$ cat src/design/vbsp_pkg.sv
// ============================================================================
// vbsp_pkg: shared types and constants of the voice block stream parser
// Holds the result word layout, the result kind codes, the header layout
// constants and the size of the queue between the parser and the output.
// ============================================================================
package vbsp_pkg;

    // Header layout of a voice file.
    localparam logic [15:0] HdrLen   = 16'd22;
    localparam logic [15:0] OfsLoPos = 16'd20;
    localparam logic [15:0] OfsHiPos = 16'd21;

    // Rate and pack bytes of a type-1 block count against its length.
    localparam logic [23:0] RatePackLen = 24'd2;

    // Result kinds.
    localparam logic [1:0] KindSample = 2'd0;
    localparam logic [1:0] KindEnd    = 2'd1;
    localparam logic [1:0] KindError  = 2'd2;

    // Queue between the parser and the output stage.
    localparam int QAw    = 2;
    localparam int QDepth = 2 ** QAw;

    // One result word.
    typedef struct packed {
        logic [7:0] sample_byte;
        logic [1:0] kind;
    } t_result;

endpackage

$ cat src/design/vbsp_if.sv
// ============================================================================
// vbsp_if: stream interfaces of the voice block stream parser
// One interface carries file bytes into the parser, the other carries
// result words out. A word moves when valid and ready are both high.
// ============================================================================
interface vbsp_byte_if;
    logic       valid;
    logic       ready;
    logic [7:0] data_byte;
    logic       file_start;

    modport source (output valid, output data_byte, output file_start, input ready);
    modport sink (input valid, input data_byte, input file_start, output ready);
endinterface

interface vbsp_res_if;
    logic       valid;
    logic       ready;
    logic [7:0] sample_byte;
    logic [1:0] kind;

    modport source (output valid, output sample_byte, output kind, input ready);
    modport sink (input valid, input sample_byte, input kind, output ready);
endinterface

$ cat src/design/vbsp_front.sv
// ============================================================================
// vbsp_front: byte classifier of the voice block stream parser
// Takes one file byte per cycle while the queue has room, tracks the header,
// skip, block type, length and data phases, and queues any result word.
// ============================================================================
module vbsp_front (
    input  logic              i_clk,
    input  logic              i_rst_n,
    vbsp_byte_if.sink         i_byte,
    input  logic              i_full,
    output logic              o_push,
    output vbsp_pkg::t_result o_res
);
    import vbsp_pkg::*;

    // Parser phases.
    localparam logic [3:0] PH_HEADER = 4'd0;
    localparam logic [3:0] PH_SKIP   = 4'd1;
    localparam logic [3:0] PH_TYPE   = 4'd2;
    localparam logic [3:0] PH_LEN0   = 4'd3;
    localparam logic [3:0] PH_LEN1   = 4'd4;
    localparam logic [3:0] PH_LEN2   = 4'd5;
    localparam logic [3:0] PH_RATE   = 4'd6;
    localparam logic [3:0] PH_PACK   = 4'd7;
    localparam logic [3:0] PH_DATA   = 4'd8;
    localparam logic [3:0] PH_DONE   = 4'd9;

    logic [3:0]  r_phase, n_phase, w_phase;
    logic [15:0] r_hcnt, n_hcnt, w_hcnt;
    logic [15:0] r_ofs, n_ofs, w_ofs;
    logic [23:0] r_rem, n_rem, w_rem;
    logic        r_typed, n_typed, w_typed;
    logic [15:0] w_hcnt_inc;
    logic [15:0] w_ofs_hdr;
    logic [23:0] w_len;
    logic [23:0] w_dec;
    logic [7:0]  w_b;
    logic        w_accept;
    logic        w_res_valid;
    t_result     w_res;

    // A byte is taken whenever the queue has room.
    assign i_byte.ready = ~i_full;
    assign w_accept     = i_byte.valid & ~i_full;
    assign w_b          = i_byte.data_byte;

    // A start-of-file byte is parsed from the reset state.
    always_comb begin
        if (i_byte.file_start) begin
            w_phase = PH_HEADER;
            w_hcnt  = 16'd0;
            w_ofs   = 16'd0;
            w_rem   = 24'd0;
            w_typed = 1'b0;
        end else begin
            w_phase = r_phase;
            w_hcnt  = r_hcnt;
            w_ofs   = r_ofs;
            w_rem   = r_rem;
            w_typed = r_typed;
        end
    end

    // Helpers for the header, length and data phases.
    assign w_hcnt_inc = w_hcnt + 16'd1;
    assign w_len      = w_rem | {w_b, 16'd0};
    assign w_dec      = (w_rem != 24'd0) ? (w_rem - 24'd1) : w_rem;

    always_comb begin
        if (w_hcnt == OfsLoPos) begin
            w_ofs_hdr = {w_ofs[15:8], w_b};
        end else if (w_hcnt == OfsHiPos) begin
            w_ofs_hdr = {w_b, w_ofs[7:0]};
        end else begin
            w_ofs_hdr = w_ofs;
        end
    end

    // Next-state and result logic.
    always_comb begin
        n_phase     = w_phase;
        n_hcnt      = w_hcnt;
        n_ofs       = w_ofs;
        n_rem       = w_rem;
        n_typed     = w_typed;
        w_res_valid = 1'b0;
        w_res       = '{sample_byte: 8'd0, kind: KindSample};
        unique case (w_phase)
            PH_HEADER: begin
                n_ofs  = w_ofs_hdr;
                n_hcnt = w_hcnt_inc;
                if (w_hcnt_inc >= HdrLen) begin
                    if (w_ofs_hdr < HdrLen) begin
                        n_ofs = HdrLen;
                    end
                    n_phase = (w_hcnt_inc >= n_ofs) ? PH_TYPE : PH_SKIP;
                end
            end
            PH_SKIP: begin
                n_hcnt = w_hcnt_inc;
                if (w_hcnt_inc >= w_ofs) begin
                    n_phase = PH_TYPE;
                end
            end
            PH_TYPE: begin
                if (w_b == 8'd0) begin
                    n_phase     = PH_DONE;
                    w_res_valid = 1'b1;
                    w_res.kind  = KindEnd;
                end else if (w_b == 8'd1 || w_b == 8'd2) begin
                    n_typed = (w_b == 8'd1);
                    n_rem   = 24'd0;
                    n_phase = PH_LEN0;
                end else if (w_b <= 8'd7) begin
                    n_phase     = PH_DONE;
                    w_res_valid = 1'b1;
                    w_res.kind  = KindError;
                end
            end
            PH_LEN0: begin
                n_rem   = {16'd0, w_b};
                n_phase = PH_LEN1;
            end
            PH_LEN1: begin
                n_rem   = w_rem | {8'd0, w_b, 8'd0};
                n_phase = PH_LEN2;
            end
            PH_LEN2: begin
                if (w_typed) begin
                    if (w_len < RatePackLen) begin
                        n_rem       = w_len;
                        n_phase     = PH_DONE;
                        w_res_valid = 1'b1;
                        w_res.kind  = KindError;
                    end else begin
                        n_rem   = w_len - RatePackLen;
                        n_phase = PH_RATE;
                    end
                end else begin
                    n_rem   = w_len;
                    n_phase = (w_len == 24'd0) ? PH_TYPE : PH_DATA;
                end
            end
            PH_RATE: begin
                n_phase = PH_PACK;
            end
            PH_PACK: begin
                n_phase = (w_rem == 24'd0) ? PH_TYPE : PH_DATA;
            end
            PH_DATA: begin
                n_rem = w_dec;
                if (w_dec == 24'd0) begin
                    n_phase = PH_TYPE;
                end
                w_res_valid       = 1'b1;
                w_res.sample_byte = w_b;
                w_res.kind        = KindSample;
            end
            default: begin
                n_phase = PH_DONE;
            end
        endcase
    end

    // Parser state advances on each accepted byte.
    always_ff @(posedge i_clk) begin
        if (!i_rst_n) begin
            r_phase <= PH_HEADER;
            r_hcnt  <= 16'd0;
            r_ofs   <= 16'd0;
            r_rem   <= 24'd0;
            r_typed <= 1'b0;
        end else if (w_accept) begin
            r_phase <= n_phase;
            r_hcnt  <= n_hcnt;
            r_ofs   <= n_ofs;
            r_rem   <= n_rem;
            r_typed <= n_typed;
        end
    end

    assign o_push = w_accept & w_res_valid;
    assign o_res  = w_res;

endmodule

$ cat src/design/vbsp_fifo.sv
// ============================================================================
// vbsp_fifo: result queue of the voice block stream parser
// A short first-in first-out queue that decouples the byte classifier from
// the output stage, so that each side can stall on its own.
// ============================================================================
module vbsp_fifo (
    input  logic              i_clk,
    input  logic              i_rst_n,
    input  logic              i_push,
    input  vbsp_pkg::t_result i_data,
    input  logic              i_pop,
    output vbsp_pkg::t_result o_data,
    output logic              o_full,
    output logic              o_empty
);
    import vbsp_pkg::*;

    t_result          r_mem [QDepth];
    logic [QAw-1:0]   r_wr_ptr;
    logic [QAw-1:0]   r_rd_ptr;
    logic [QAw:0]     r_count;

    assign o_full  = (r_count == (QAw + 1)'(QDepth));
    assign o_empty = (r_count == '0);
    assign o_data  = r_mem[r_rd_ptr];

    // Storage needs no reset.
    always_ff @(posedge i_clk) begin
        if (i_push) begin
            r_mem[r_wr_ptr] <= i_data;
        end
    end

    // Pointers and fill count.
    always_ff @(posedge i_clk) begin
        if (!i_rst_n) begin
            r_wr_ptr <= '0;
            r_rd_ptr <= '0;
            r_count  <= '0;
        end else begin
            if (i_push) begin
                r_wr_ptr <= r_wr_ptr + 1'b1;
            end
            if (i_pop) begin
                r_rd_ptr <= r_rd_ptr + 1'b1;
            end
            if (i_push && !i_pop) begin
                r_count <= r_count + 1'b1;
            end else if (!i_push && i_pop) begin
                r_count <= r_count - 1'b1;
            end
        end
    end

endmodule

$ cat src/design/vbsp_back.sv
// ============================================================================
// vbsp_back: output stage of the voice block stream parser
// Moves result words from the queue into an output register and holds each
// word until the receiver takes it.
// ============================================================================
module vbsp_back (
    input  logic              i_clk,
    input  logic              i_rst_n,
    input  logic              i_empty,
    input  vbsp_pkg::t_result i_data,
    output logic              o_pop,
    vbsp_res_if.source        o_res
);
    import vbsp_pkg::*;

    logic    r_valid;
    t_result r_data;

    // Load a new word when the register is empty or being drained.
    assign o_pop = ~i_empty & (~r_valid | o_res.ready);

    always_ff @(posedge i_clk) begin
        if (!i_rst_n) begin
            r_valid <= 1'b0;
        end else if (o_pop) begin
            r_valid <= 1'b1;
        end else if (o_res.ready) begin
            r_valid <= 1'b0;
        end
    end

    always_ff @(posedge i_clk) begin
        if (o_pop) begin
            r_data <= i_data;
        end
    end

    assign o_res.valid       = r_valid;
    assign o_res.sample_byte = r_data.sample_byte;
    assign o_res.kind        = r_data.kind;

endmodule

$ cat src/design/voc_block_stream_parser.sv
// ============================================================================
// voc_block_stream_parser: streaming parser for voice sound files
// Reads the header, skips to the first block and emits the sample bytes of
// each data block, plus one end or error word where the file stops.
// ============================================================================
// Usage:
//   i_byte carries one file byte per word; file_start high marks the first
//   byte of a new file and restarts the parser from that byte.
//   o_res carries result words: kind 0 is a sample in sample_byte, kind 1
//   is the end of the file, kind 2 is a format error (sample_byte zero).
//   Header, skip, rate and pack bytes give no word; type and length bytes
//   yield only end or error words, then bytes drop until the next file_start.
// Throughput: one byte per clock cycle, sustained while the queue has room;
//   the parser classifies each byte in the cycle it is accepted.
// Path: a result word enters the four-entry queue when its byte is accepted,
//   then moves into the output register and is valid on o_res there until
//   the receiver takes it.
// Stalls: when the receiver holds ready low, words collect in the queue;
//   i_byte.ready drops only once the queue is full.
// Reset: synchronous and active low; the queue and the output register are
//   emptied and the parser waits for header byte 0.
// ============================================================================
module voc_block_stream_parser (
    input  logic        i_clk,
    input  logic        i_rst_n,
    vbsp_byte_if.sink   i_byte,
    vbsp_res_if.source  o_res
);
    import vbsp_pkg::*;

    logic    w_push;
    logic    w_pop;
    logic    w_full;
    logic    w_empty;
    t_result w_front_res;
    t_result w_q_data;

    vbsp_front u_front (
        .i_clk   (i_clk),
        .i_rst_n (i_rst_n),
        .i_byte  (i_byte),
        .i_full  (w_full),
        .o_push  (w_push),
        .o_res   (w_front_res)
    );

    vbsp_fifo u_fifo (
        .i_clk   (i_clk),
        .i_rst_n (i_rst_n),
        .i_push  (w_push),
        .i_data  (w_front_res),
        .i_pop   (w_pop),
        .o_data  (w_q_data),
        .o_full  (w_full),
        .o_empty (w_empty)
    );

    vbsp_back u_back (
        .i_clk   (i_clk),
        .i_rst_n (i_rst_n),
        .i_empty (w_empty),
        .i_data  (w_q_data),
        .o_pop   (w_pop),
        .o_res   (o_res)
    );

    // The queue is never written while full.
    a_no_overflow: assert property (@(posedge i_clk) disable iff (!i_rst_n)
        w_push |-> !w_full)
        else $error("result queue written while full");

    // The queue is never read while empty.
    a_no_underflow: assert property (@(posedge i_clk) disable iff (!i_rst_n)
        w_pop |-> !w_empty)
        else $error("result queue read while empty");

    // End and error words carry a zero sample byte.
    a_status_zero: assert property (@(posedge i_clk) disable iff (!i_rst_n)
        (o_res.valid && o_res.kind != KindSample) |-> (o_res.sample_byte == 8'd0))
        else $error("status word with nonzero sample byte");

endmodule
$ cat src/flat_wrapper.sv
// flat-port wrapper written by rule: the top's interface ports become plain ports
module voc_block_stream_parser_flat import vbsp_pkg::*;
  (i_clk, i_rst_n, i_byte_valid, i_byte_data_byte, i_byte_file_start, i_byte_ready, o_res_valid, o_res_sample_byte, o_res_kind, o_res_ready);
  vbsp_byte_if i_byte_i ();
  vbsp_res_if o_res_i ();
  input  logic i_clk;
  input  logic i_rst_n;
  input wire logic [$bits(i_byte_i.valid)-1:0] i_byte_valid;
  input wire logic [$bits(i_byte_i.data_byte)-1:0] i_byte_data_byte;
  input wire logic [$bits(i_byte_i.file_start)-1:0] i_byte_file_start;
  output wire logic [$bits(i_byte_i.ready)-1:0] i_byte_ready;
  output wire logic [$bits(o_res_i.valid)-1:0] o_res_valid;
  output wire logic [$bits(o_res_i.sample_byte)-1:0] o_res_sample_byte;
  output wire logic [$bits(o_res_i.kind)-1:0] o_res_kind;
  input wire logic [$bits(o_res_i.ready)-1:0] o_res_ready;
  assign i_byte_i.valid = i_byte_valid;
  assign i_byte_i.data_byte = i_byte_data_byte;
  assign i_byte_i.file_start = i_byte_file_start;
  assign i_byte_ready = i_byte_i.ready;
  assign o_res_valid = o_res_i.valid;
  assign o_res_sample_byte = o_res_i.sample_byte;
  assign o_res_kind = o_res_i.kind;
  assign o_res_i.ready = o_res_ready;
  voc_block_stream_parser u_core (.i_clk(i_clk), .i_rst_n(i_rst_n), .i_byte(i_byte_i), .o_res(o_res_i));
endmodule
$ cat config.mk
export PLATFORM = sky130hd
export DESIGN_NAME = voc_block_stream_parser_flat
export DESIGN_NICKNAME = d
export VERILOG_FILES = /design/src/design/vbsp_pkg.sv /design/src/design/vbsp_if.sv /design/src/design/vbsp_front.sv /design/src/design/vbsp_fifo.sv /design/src/design/vbsp_back.sv /design/src/design/voc_block_stream_parser.sv /design/src/flat_wrapper.sv
export SDC_FILE = /design/constraint.sdc
export NUM_CORES = 1
export LEC_CHECK = 0
export CAP_MARGIN = 5
export CORE_ASPECT_RATIO = 1.5
export CORE_MARGIN = 2
export CORE_UTILIZATION = 45
export CTS_CLUSTER_DIAMETER = 80
export CTS_CLUSTER_SIZE = 12
export DETAILED_ROUTE_END_ITERATION = 12
export DONT_BUFFER_PORTS = 1
export PLACE_DENSITY_LB_ADDON = 0.12
export SLEW_MARGIN = 10
export SYNTH_ARGS = -nofsm -noshare
export SYNTH_HDL_FRONTEND = slang
export SYNTH_SLANG_ARGS = --single-unit
$ cat constraint.sdc
create_clock -name i_clk -period 5.8 [get_ports i_clk]
set_input_delay 1.16 -clock i_clk [delete_from_list [all_inputs] [get_ports i_clk]]
set_output_delay 1.16 -clock i_clk [all_outputs]
set_load 0.02 [all_outputs]
==> reports/results.txt, run 1 <==
Most common flop cell mapped by yosys: sky130_fd_sc_hd__dfxtp_1
Count of filler cells inserted in the layout: 1,821
Final instance count without filler cells: 1,272
Clock buffer depth: 2
Via count: 8,215
Reg-to-Reg Start: u_core.u_front.r_rem[6]
Met3 layer usage reported by global route: 5.29%
Pre-antenna DRT Iters: 6
Vias in the first global route: 7,880
Register area: 2880 sq um
Post-detailed-route via-to-cell ratio: 6.46
Most Used Layer, Global Route: met2
Global-route wire length before repair: 44,200 microns
Share of post-route cells with drive strength above 1: 8.43%
Post-CTS repair timing setup buffer count: 0
Largest incremental delay on the critical path: 0.54 ns
Post-layout minimum cycle time: 4.13 ns
Utilization after layout: 49.9%
Die Area: 20,200 sq um
Layout overhead on the synthesized area: 8.47%
Instance count of the mapped netlist: 1,050
Sum of negative setup slack: 0 ns
List of cells traversed by the critical path: inv_2 -> buf_4 -> nand2_1 -> ha_1 -> a21boi_0 -> a41oi_1 -> a211oi_1 -> buf_4 -> nand2_1 -> a221oi_1 -> nand4_1 -> nor3_1 -> o211a_1
Maximum clock frequency: 242 MHz
X dimension of the die: 117 microns
Worst-path fanout max: 102
Number of flip-flops and latches in the synthesized netlist: 119
Clock latency on the worst-skew pair: 0.44 ns
Synthesized cell area: 8570 sq um
Total power after layout: 3190 uW
Hold Fails Final Rpt: 0
Total power per unit cell area: 344 nW/um^2
Tightest hold margin: 0.483 ns
Number of max-slew violations in the final report: 0
Proportion of register bits with asynchronous set or reset after synthesis: 0%
HPWL after detailed placement: 19,700 microns
Antenna fix cells: 0
Root buffer selected by CTS: sky130_fd_sc_hd__clkbuf_16
Total congestion overflow: 0
Sequential share of the synthesized area: 33.7%
Class of the tightest hold or removal check: flop to flop
CP Capture Type: flop
Measured slew at the worst slew-check pin: 1.05 ns
Syn. warnings: 0
Global-route track usage on met1: 33.4%
Critical path start-end classification: primary input to flop
Mean Syn Cell Area: 8.16 sq um
Wire length after detailed routing: 28,300 microns
Final antenna-violating net count: 0
Setup repair after global routing missed its margin: no
Worst setup path start: i_byte_file_start
Footprint of the multi-input gates: 5270 sq um
Number of buffers created by CTS: 17
Hold-fix buffer count after cts: 0
GRT Resource Usage Total: 28.7%
Number of endpoints failing setup at the final stage: 0
Last weighted congestion value of the routability-driven placer: 0.906
Post-Synthesis Net Count: 1,104
Most frequent cells in the layout: sky130_fd_sc_hd__nor2_1 (114), sky130_fd_sc_hd__a21oi_1 (101), sky130_fd_sc_hd__nand2_1 (100), sky130_fd_sc_hd__o21ai_0 (69), sky130_fd_sc_hd__dfxtp_1 (69)
Maximum VDD drop: 0.000183 V
Number of cell rows: 61
Highest-delay cell along the critical path: sky130_fd_sc_hd__a221oi_1
Leakage power of the design: 0.00325 uW
Met2 usage: 47.8%
Number of top-level design ports: 25
Number of I/O port buffers: 0
Number of nets in the finished design: 1,061
Most common cell after layout, fill and taps aside: sky130_fd_sc_hd__nor2_1
Worst-case clock skew: 0.0116 ns
Status: complete, no violations
Data required time of the worst path: 6.19 ns
Starting density of the core: 46.0%
Max-cap violation count: 0
Std-Cell Core Area: 18,600 sq um
Clock sink count: 119
Die H: 173 microns
Inst Count DP: 1,240
# H-tree levels: 4
Crit share post-route: 71.2%
Post_cts resized: 0
Initial antenna violation count: 0
Largest net degree at the start of global routing: 103
Count of unique library cells instantiated by Yosys: 77
Post-route DRC: 0
WL per Instance: 22.2 microns
Arrival time reported for the critical path endpoint: 4.52 ns
Worst min-delay path startpoint: u_core.u_front.r_ofs[3]
TritonCTS clock tree: done
Count of flip-flops with a built-in enable after synthesis: 50
Worst max-slew margin expressed relative to the limit: 30.0%
Type of element launching the critical path: primary input
Initial drt markers: 905
Clock-pin slew reported for the worst setup and hold paths after clock tree synthesis: 0.07 ns
-- critical path, delay by kind of cell --
kind | cells | cell delay (ns)
compound gates | 5 | 1.71
simple gates | 4 | 0.77
buf+inv | 3 | 0.58
fa+ha+maj | 1 | 0.28
-- routing by layer --
layer  up-vias  wire length, microns
met5         -                     0
met4         0                  1710
met3       119                  1930
met2       392                 14100
met1      3891                 10600
li1       3813                     -
-- flip-flops by register name, summed over array words and instances (netlist names) --
signal	flops
u_core.u_fifo.r_count	3
u_core.u_front.r_ofs	16
u_core.u_fifo.r_mem	40
u_core.u_back.o_res.kind	2
u_core.u_front.r_rem	24
u_core.u_front.r_typed	1
u_core.u_front.r_hcnt	16
u_core.u_fifo.r_wr_ptr	2
u_core.u_front.r_phase	4
u_core.u_fifo.r_rd_ptr	2
u_core.u_back.o_res.sample_byte	8
u_core.u_back.o_res.valid	1
-- final cells by class --
type	instances	share of cell area [%]
Multi-Input combinational cell	827	56.7
Sequential cell	119	31.0
Clock buffer	17	4.58
Tap cell	252	3.39
Clock inverter	15	1.91
Timing Repair Buffer	18	1.45
Inverter	24	0.970
-- cell families (layout without fill, tap and decap cells) --
group | after synthesis | in the layout | share of synthesized area [%]
XOR/XNOR | 34 | 34 | 3.48
AND/OR/NAND/NOR | 420 | 420 | 24.5
buffers and inverters | 104 | 74 | 4.94
AO/OA/AOI/OAI | 312 | 312 | 23.5
adder cells (fa/ha/maj) | 41 | 41 | 6.08
flip-flops | 119 | 119 | 33.7
multiplexers | 20 | 20 | 3.84
-- power by group --
| part | internal, uW | switching, uW | total, uW |
|---|---|---|---|
| combinational | 371 | 576 | 947 |
| clock | 617 | 479 | 1100 |
| sequential | 988 | 161 | 1150 |
| total | 1980 | 1220 | 3190 |
-- final timing paths --
| kind | slack, ns | cells after the start | to |
|---|---|---|---|
| worst min-delay path | 0.48 | 2 | u_core.u_front.r_ofs[3] |
| worst max register to register | 1.81 | 11 | u_core.u_fifo.r_count[2] |
| worst max-delay path | 1.67 | 13 | u_core.u_front.r_phase[1] |
| worst min register to register | 0.48 | 2 | u_core.u_front.r_ofs[3] |
-- Yosys cell counts, drive strengths merged (13+ instances only) --
| master | count | area (sq um) |
|---|---|---|
| nor4 | 28 | 188 |
| nor2 | 115 | 434 |
| a221oi | 13 | 114 |
| nor3 | 34 | 170 |
| o21ai | 69 | 345 |
| or3 | 15 | 104 |
| inv | 23 | 86.3 |
| nor2b | 18 | 113 |
| clkbuf | 58 | 218 |
| a21o | 15 | 113 |
| dfxtp | 69 | 1380 |
| xnor2 | 18 | 158 |
| edfxtp | 50 | 1500 |
| and2 | 18 | 113 |
| a21oi | 101 | 505 |
| nand4 | 14 | 87.6 |
| ha | 40 | 500 |
| xor2 | 16 | 140 |
| nand2b | 16 | 100 |
| nand2 | 100 | 375 |
| buf | 22 | 115 |
| a211oi | 23 | 173 |
| nand3 | 23 | 120 |
-- metrics by stage --
stage / setup WS [ns] / cell area (sq um)
5_1_grt: 1.41 / 9290
2_1_floorplan: 1.02 / 8570
4_1_cts: 1.73 / 9290
3_3_place_gp: 1.36 / 8690
6_report: 1.67 / 9290
3_5_place_dp: 1.31 / 8690
Power figures use the tool's default switching activity.
==> run 2, diff against run 1 <==
Settings changed: ABC_AREA set to 1.
Clock period 5.8 ns to 4.3 ns, I/O delays scaled along.
==> run 2 against run 1 <==
  * Area after synthesis grew 1.6%
  * Via count grew 2.8%
  * Utilization grew 0.44 points
  * Clock power grew 33%
  * Sequential power grew 36%
  * Total power grew 49%
  * Non-clock buffer count grew 9
  * Hold slack lost 0.018 ns
  * Sequential share of layout area shrank 1.0 points
  * Largest cell class unchanged
  * Largest power group is now combinational cells
==> reports/results.txt, run 2 <==
Status: complete, no violations
Hold-fix buffer count after cts: 0 (unchanged)
WL per Instance: 18.2 microns (-18%)
Final antenna-violating net count: 0 (unchanged)
Clock sink count: 119 (unchanged)
Crit share post-route: 80.7%
Main area contributors after synthesis: sky130_fd_sc_hd__edfxtp_1 (17%), sky130_fd_sc_hd__dfxtp_1 (16%), sky130_fd_sc_hd__nand2_1 (11%)
Largest area contributor in the synthesized netlist: sky130_fd_sc_hd__edfxtp_1
Sum of negative setup slack: 0 ns (unchanged)
Share of post-route cells with drive strength above 1: 9.34% (+0.91 points)
Measured slew at the worst slew-check pin: 0.881 ns (-0.166 ns)
Number of flip-flops and latches in the synthesized netlist: 119 (unchanged)
Last weighted congestion value of the routability-driven placer: 1.01 (+11%)
Wire length after detailed routing: 27,700 microns (-2.0%)
Post-detailed-route via-to-cell ratio: 5.56 (-14%)
Layout overhead on the synthesized area: 10.3%
Post-CTS repair timing setup buffer count: 0 (unchanged)
Number of top-level design ports: 25 (unchanged)
TritonCTS clock tree: done
Endpoint, Worst Hold: u_core.u_front.r_rem[18]
Total power per unit cell area: 496 nW/um^2 (+44%)
Synthesized cell area: 8700 sq um (+1.6%)
Worst setup path start: i_byte_file_start
Clock-pin slew reported for the worst setup and hold paths after clock tree synthesis: 0.06 ns (about the same)
Cell types with the highest counts after synthesis: sky130_fd_sc_hd__nand2_1 (246), sky130_fd_sc_hd__inv_1 (162), sky130_fd_sc_hd__nor2_1 (143), sky130_fd_sc_hd__a21oi_1 (118), sky130_fd_sc_hd__o21ai_0 (91)
Share of the synthesized area in compound gates (AO/OA/AOI/OAI): 20.1% (-3.4 points)
Largest net degree at the start of global routing: 77 (-25%)
HPWL after detailed placement: 20,000 microns (+1.6%)
Number of nets in the finished design: 1,304 (+23%)
Syn. warnings: 0 (unchanged)
Count of unique library cells instantiated by Yosys: 51 (-34%)
Number of I/O port buffers: 0 (unchanged)
R2R Setup Slk: 0.86 ns (-0.95 ns)
Data required time of the worst path: 4.60 ns (-1.59 ns)
Die H: 174 microns (+0.79%)
X dimension of the die: 118 microns (+0.78%)
Post-Synthesis Net Count: 1,306 (+18%)
Most frequent cells in the layout: sky130_fd_sc_hd__nand2_1 (245), sky130_fd_sc_hd__inv_1 (162), sky130_fd_sc_hd__nor2_1 (143), sky130_fd_sc_hd__a21oi_1 (118), sky130_fd_sc_hd__o21ai_0 (91)
Largest registers: u_core.u_fifo.r_mem x40, u_core.u_front.r_rem x24
Count of filler cells inserted in the layout: 2,004 (+10%)
Combinational power share: 36.7% (+7.0 points)
Post-layout minimum cycle time: 3.47 ns
Leakage power of the design: 0.00437 uW (+35%)
Total congestion overflow: 0 (unchanged)
Share of total power in the clock network: 30.7% (-3.6 points)
Post-route DRC: 0 (unchanged)
Post_cts resized: 0 (unchanged)
Reg-to-Reg Start: u_core.u_front.r_hcnt[2]
Inst Count DP: 1,487 (+20%)
Instance count of the mapped netlist: 1,252 (+19%)
Initial drt markers: 608 (-33%)
Final instance count without filler cells: 1,519 (+19%)
Sequential share of the synthesized area: 33.1% (-0.54 points)
Arrival time reported for the critical path endpoint: 3.77 ns (-0.75 ns)
Switching Share: 40.9% (+2.7 points)
Setup repair after global routing missed its margin: no
Clock latency on the worst-skew pair: 0.43 ns (about the same)
End of the worst register-to-register path: u_core.u_front.r_phase[1]
Hold Fails Final Rpt: 0 (unchanged)
Most common cell in the netlist: sky130_fd_sc_hd__nand2_1
Mean Syn Cell Area: 6.95 sq um (-15%)
Xor and xnor area share after synthesis: 3.22% (-0.26 points)
Adder and majority cell fraction of the synthesized area: 5.98% (-0.097 points)
Post-synth top area share: 17.2% (-0.28 points)
Pre-antenna DRT Iters: 5 (-1)
Starting density of the core: 45.6% (-0.38 points)
Number of max-slew violations in the final report: 0 (unchanged)
Worst-case clock skew: 0.0123 ns (+0.000681 ns)
Worst min-delay path startpoint: u_core.u_front.r_rem[18]
Number of buffers created by CTS: 17 (unchanged)
Power share of the sequential group: 32.7% (-3.3 points)
Class of the tightest hold or removal check: flop to flop
Critical path start-end classification: primary input to flop
Most common cell after layout, fill and taps aside: sky130_fd_sc_hd__nand2_1
Type of element launching the critical path: primary input
Root buffer selected by CTS: sky130_fd_sc_hd__clkbuf_16
FF-to-FF path depth: 22 (+11)
Number of flip-flops under the largest register name: 40 (unchanged)
Std-Cell Core Area: 19,100 sq um (+2.5%)
Clock buffer depth: 2 (unchanged)
Number of cells on the worst hold path: 2 (unchanged)
Utilization after layout: 50.3% (+0.44 points)
Initial antenna violation count: 0 (unchanged)
Proportion of synthesized area in mux cells: 0% (-3.8 points)
Proportion of register bits with asynchronous set or reset after synthesis: 0% (unchanged)
Most flop-heavy register: u_core.u_fifo.r_mem
Antenna fix cells: 0 (unchanged)
Global-route wire length before repair: 43,500 microns (-1.6%)
CP Capture Type: flop
Internal power: 2820 uW (+43%)
Count of flip-flops with a built-in enable after synthesis: 50 (unchanged)
Max-cap violation count: 0 (unchanged)
Worst max-slew margin expressed relative to the limit: 41.3% (+11 points)
Maximum clock frequency: 288 MHz
Number of endpoints failing setup at the final stage: 0 (unchanged)
Number of cell rows: 62 (+1.6%)
Reported net switching power: 1950 uW (+60%)
Die Area: 20,500 sq um (+1.6%)
Simple-gate share of the synthesized area: 27.3% (+2.8 points)
Dominant combinational cell family by area after synthesis: simple AND/OR/NAND/NOR gates
Maximum VDD drop: 0.000289 V (+58%)
# H-tree levels: 4 (unchanged)
GRT Resource Usage Total: 27.5% (-1.2 points)
Most common flop cell mapped by yosys: sky130_fd_sc_hd__dfxtp_1
Via count: 8,446 (+2.8%)
Vias in the first global route: 8,294 (+5.3%)
Worst-path fanout max: 20 (-80%)
-- run 2: stage by stage --
stage                     hold slack, ns  area [sq um]  power (uW)  setup WS (ns)
after global routing               0.486          9610        5060          0.472
after global placement             0.453          9010        3310          0.499
final                              0.465          9610        4770          0.829
after detailed placement           0.456          9010        3310          0.416
after floorplan                    0.445          8700        2830          0.737
after CTS                          0.464          9610        4770          0.840
-- run 2: cell type report --
| cell class | count | area, sq um | share of cell area, % |
|---|---|---|---|
| Clock buffer | 19 | 454 | 4.73 |
| Tap cell | 256 | 320 | 3.33 |
| Sequential cell | 119 | 2880 | 30.0 |
| Clock inverter | 13 | 144 | 1.50 |
| Multi-Input combinational cell | 911 | 4930 | 51.4 |
| Inverter | 174 | 656 | 6.83 |
| Timing Repair Buffer | 27 | 215 | 2.24 |
-- run 2: kinds of logic (layout without fill, tap and decap cells) --
family | after synthesis | in the layout
compound gates | 306 | 306
xor+xnor | 32 | 32
fa+ha+maj | 41 | 41
buf+inv | 222 | 233
flops | 119 | 119
simple gates | 532 | 532
-- run 2: worst max-delay path, cell delays in order --
cell and delay [ns]:
sky130_fd_sc_hd__inv_4 0.06, sky130_fd_sc_hd__nand2_1 0.12, sky130_fd_sc_hd__inv_1 0.12, sky130_fd_sc_hd__ha_1 0.19, sky130_fd_sc_hd__nand3_1 0.11, sky130_fd_sc_hd__nor4_2 0.27
sky130_fd_sc_hd__nand4_1 0.21, sky130_fd_sc_hd__nor2_1 0.20, sky130_fd_sc_hd__nand3_1 0.11, sky130_fd_sc_hd__xor2_1 0.30, sky130_fd_sc_hd__ha_1 0.29, sky130_fd_sc_hd__nand2_1 0.08
sky130_fd_sc_hd__a21oi_1 0.04, sky130_fd_sc_hd__a211oi_1 0.29, sky130_fd_sc_hd__nand3_1 0.14, sky130_fd_sc_hd__nand2_1 0.07, sky130_fd_sc_hd__inv_1 0.03, sky130_fd_sc_hd__nor2_1 0.09
sky130_fd_sc_hd__nand2_1 0.05, sky130_fd_sc_hd__nand2_1 0.06, sky130_fd_sc_hd__a21oi_2 0.05
-- run 2: power by group through the flow --
stage	registers, uW	logic [uW]	clock network, uW
floorplan	1530	1300	0
global placement	1580	1730	0
detailed placement	1580	1730	0
CTS	1560	1740	1480
global route	1580	1960	1530
finish	1560	1750	1460
-- run 2: worst max-delay path by stage --
stage	to	slack [ns]	depth (start not counted)
after detailed placement	u_core.u_front.r_phase[1]	0.42	21
after floorplan	u_core.u_fifo.r_count[2]	0.74	17
final	u_core.u_front.r_phase[1]	0.83	21
after global routing	u_core.u_front.r_phase[1]	0.47	21
after CTS	u_core.u_front.r_phase[1]	0.84	21
after global placement	u_core.u_front.r_phase[1]	0.50	21
-- run 2: layer usage --
metal,GRT usage (%),vias to the layer above,routed length (microns)
met5,0,-,0
met1,28.2,3828,10200
met2,50.2,285,14300
met4,19.0,0,1810
li1,-,4226,-
met3,5.48,107,1410
